===== src/rtl/sacl_ram.sv =====
// Generic simple dual-port RAM: one write port, one read port with registered read data.
module sacl_ram #(
   parameter int WIDTH = 8,
   parameter int DEPTH = 16,
   localparam int AW   = (DEPTH > 1) ? $clog2(DEPTH) : 1
) (
   input  logic             clock,
   input  logic             wr_en,
   input  logic [AW-1:0]    wr_addr,
   input  logic [WIDTH-1:0] wr_data,
   input  logic             rd_en,
   input  logic [AW-1:0]    rd_addr,
   output logic [WIDTH-1:0] rd_data
);

   logic [WIDTH-1:0] mem_ff [DEPTH];
   logic [WIDTH-1:0] rd_data_ff;

   // write port
   always_ff @(posedge clock) begin
      if (wr_en) begin
         mem_ff[wr_addr] <= wr_data;
      end
   end

   // registered read port
   always_ff @(posedge clock) begin
      if (rd_en) begin
         rd_data_ff <= mem_ff[rd_addr];
      end
   end

   assign rd_data = rd_data_ff;

endmodule


===== config.mk =====
export PLATFORM = sky130hd
export DESIGN_NAME = sacl_ram
export DESIGN_NICKNAME = d
export VERILOG_FILES = /design/src/rtl/sacl_ram.sv
export SDC_FILE = /design/constraint.sdc
export NUM_CORES = 1
export LEC_CHECK = 0
export ABC_AREA = 1
export BUFFER_PORTS_ARGS = -buffer_cell sky130_fd_sc_hd__buf_2
export CORE_ASPECT_RATIO = 1.2
export CORE_MARGIN = 2
export CORE_UTILIZATION = 45
export DETAILED_ROUTE_END_ITERATION = 10
export GPL_ROUTABILITY_DRIVEN = 1
export SLEW_MARGIN = 20
export SYNTH_ARGS = -nofsm -noshare
export SYNTH_HDL_FRONTEND = slang
export SYNTH_SLANG_ARGS = --single-unit

===== constraint.sdc =====
create_clock -name clock -period 1.6 [get_ports clock]
set_input_delay 0.16 -clock clock [delete_from_list [all_inputs] [get_ports clock]]
set_output_delay 0.16 -clock clock [all_outputs]
set_load 0.01 [all_outputs]

# Word level (Yosys, flattened, before mapping)
# Memory sizes are Yosys's and may differ from the RTL's. A register that Yosys moved wholly into a read port is not among the register bits.
# Cells that the tools add are included.
# op_classes
muxes	2
# op_table
op	n
1-bit two-way mux	2
# word_totals
out_inout_bits	8
wordCells	3
ram_bits	128
register_bits	0
memories	1
in_bits	19
# mem_list
name	depth	width	rd	rd_clocked_by_memory_dff	wr	line	rtl
mem_ff	16	8	1	1	1	16	logic [WIDTH-1:0] mem_ff [DEPTH];

# Depth between registers and ports, before layout
# logic_depth
depth_word	2
mapped_depth	8
ltp_nobuf	7

# Worst setup path after synthesis
# No wires, ideal clock.
# synth_path
path_kind	input to register
from	in wr_addr[2]
to	mem mem_ff[10][0], enable pin
setup_slack_ns	0.489
path_buffers	0
required_ns	1.230
arrival_time_ns	0.741
path_stages	2
cell_sequence	nand3b_1 nor2_1
# synth_lines
element	line	rtl
from (decl)	9	input logic [AW-1:0] wr_addr,
to (decl)	16	
# Straight into the memory's write port.

# Final worst setup path
# layout_path
from	reg rd_data_ff[4], in the netlist rd_data[4], read port of mem_ff
to	out rd_data[4]
# layout_lines
element	line	rtl
from (decl)	17	logic [WIDTH-1:0] rd_data_ff;
to (decl)	13	output logic [WIDTH-1:0] rd_data
# No word-level cell between the ends.

==> metrics.yaml <==
synthesis:
  netlist_top_cells_area: "edfxtp_1, nand2_1, nand3_1"
  synth_compound_area_share_pct: 0
  ys_ff_latch: 136
  synth-simple-area-share_pct: 20.8
  yosysWarnings: 0
  syn-num-nets: 570
  yosysUniqueCellTypes: 11
  muxShareOfSynthArea_pct: 0
  synthAdderAreaFrac_pct: 0
  ys_seq_area_share_pct: 69.8
  synth_top_family_by_area: "simple AND/OR/NAND/NOR gates"
  synth_area_per_cell_um2: 10.6
  synth.top_cell.area_share_pct: 69.8
  synth_area_um2: 5850
  syn_inst: 551
  synth_area_leader_cell: "edfxtp_1"
  synth_xor_xnor_area_share_pct: 0
die:
  core_area_um2: 12700
  die_area_um2: 13900
  start_util_pct: 46.2
  die_x_um: 108
  rows: 45
  die_height_um: 129
  io-pin-count: 27
placed_design:
  io_buffers: 26
  placed_cell_area_um2: 6220
  dp_hpwl_um: 7900
  gp_congestion: 0.810
timing:
  finalCritPeriodShare_pct: 72.6
  fin_crit_ns: 1.16
  max_freq_ghz: 0.861
  worstMarginPinSlew_ns: 0.598
  rsz0062_at_grt: "no"
  fin_tns_setup_ns: 0
  hold_viol_final: 0
  setup_violations: 0
  fin_skew_ns: 0.00588
  drv_slew: 0
  slew_headroom_pct: 60.1
  whs_ns: 0.134
setup_path:
  worstReg2RegStart: "mem_ff[0][0]"
  cp_num_buf_inv: 1
  cp-end-kind: "output pin"
  cp_top_family: "flip-flops"
  critPathLaunchType: "register"
  critPathKind: "register to output pin"
  cp_data_required_time_ns: 1.44
  cpMaxStageDelayCell: "edfxtp_1"
  path_depth: 1
  cp-startpoint: "rd_data[4]"
  worstPathCellList: "buf_2"
  crit_arrival_ns: 1.00
  reg2reg_depth: 6
  path_max_fanout: 1
  slowest_delay_ns: 0.42
hold_path:
  worstHoldStart: "rd_en"
  whs_path_depth: 1
  hold_class: "primary input to register"
global_routing:
  grt_overflow: 0
  grt_first_pass_wirelength_um: 20400
  grt_max_degree: 65
  antenna_found_initial: 0
  track_usage_pct: 20.1
  grt_pass1_vias: 3693
power:
  ir_drop_mv: 0.680
  leakage_nw: 2.94
  p_per_area_nw_per_um2: 1230
cts:
  clockBufferDepth: 2
  cts_hold_buf: 0
  cts_tree: "yes"
  cts_setup_buffers: 0
  htree_levels: 4
  insertion_delay_ns: 0.41
  cts_made_buffers: 17
  cts_root_buf: "clkbuf_16"
  cts_resized: 0
  cts_num_sinks: 136
  cts.clk_slew.worst_paths_ns: 0.06
route:
  vias: 3777
  drc: 0
  antenna_left: 0
  drt_iter0_drc: 247
  wl_per_cell_um: 16.7
  drt_wl_total_um: 12900
  firstDrtPassIters: 5
  viasPerCell: 4.90
layout:
  final_area_um2: 6800
  drive_above_1_share_pct: 12.7
  layout.nets: 613
  antenna_cells: 0
  area_delta_synth_final_pct: 16.3
status:
  status: "finished, final reports clean"
flow_run:
  drv_cap: 0
## per-layer routing
| layer | track usage, % | up-vias | wire [µm] |
|---|---|---|---|
| met4 | 6.79 | 0 | 262 |
| met5 | 0 | - | 0 |
| li1 | - | 1866 | - |
| met2 | 32.1 | 118 | 6150 |
| met3 | 4.56 | 17 | 729 |
| met1 | 27.3 | 1776 | 5750 |
## worst paths after layout
check | slack (ns) | endpoint
hold / removal | 0.13 | rd_data[1]
setup reg to reg | 0.45 | rd_data[0]
setup / recovery | 0.44 | rd_data[4]
hold reg to reg | 0.76 | rd_data[6]
## cell usage after synthesis
master / instances
inv_2: 2
nand3b_1: 2
edfxtp_1: 136
nor2_1: 17
buf_2: 13
nand2_1: 173
buf_6: 6
buf_4: 4
nand3_1: 97
inv_1: 100
buf_1: 1
## cells by family (layout without fill, tap and decap cells)
logic type	after synthesis	after routing
AND/OR/NAND/NOR	289	289
flip-flops	136	136
buffers and inverters	126	182
## through the flow
stage	util, %	total power [mW]	cells	worst slack (ns)
after floorplan	-	4.40	551	0.489
after global placement	49.1	4.60	739	0.178
after detailed placement	49.1	4.60	739	0.166
after CTS	53.7	8.45	771	0.418
after global routing	53.7	8.63	771	0.344
final	53.7	8.38	771	0.439
## cell usage in the layout, fill, tap and decap left out, drive strengths merged
cell type / count
buf: 48
bufinv: 3
clkbuf: 18
clkinv: 6
clkinvlp: 3
edfxtp: 136
inv: 104
nand2: 173
nand3: 97
nand3b: 2
nor2: 17
## registers in the layout, indices dropped and copies added (netlist names)
| register | flops |
|---|---|
| mem_ff | 128 |
| rd_data | 8 |
## report_power, final
| group | internal [mW] | switching [mW] | leakage (nW) | total (mW) |
|---|---|---|---|---|
| combinational | 0.146 | 0.341 | 1.42 | 0.487 |
| sequential | 4.02 | 0.0254 | 1.24 | 4.04 |
| clock | 2.43 | 1.42 | 0.277 | 3.85 |
| total | 6.59 | 1.79 | 2.94 | 8.38 |
## layout make-up
cell class	count	area (µm²)
fillers	1116	5870
flip-flops and latches	136	4080
multi-input cells	289	1210
clock buffers	18	429
inverters	102	383
repair buffers	48	333
well taps	164	205
clock inverters	14	155
No activity file was read; power rests on OpenSTA's default activity.
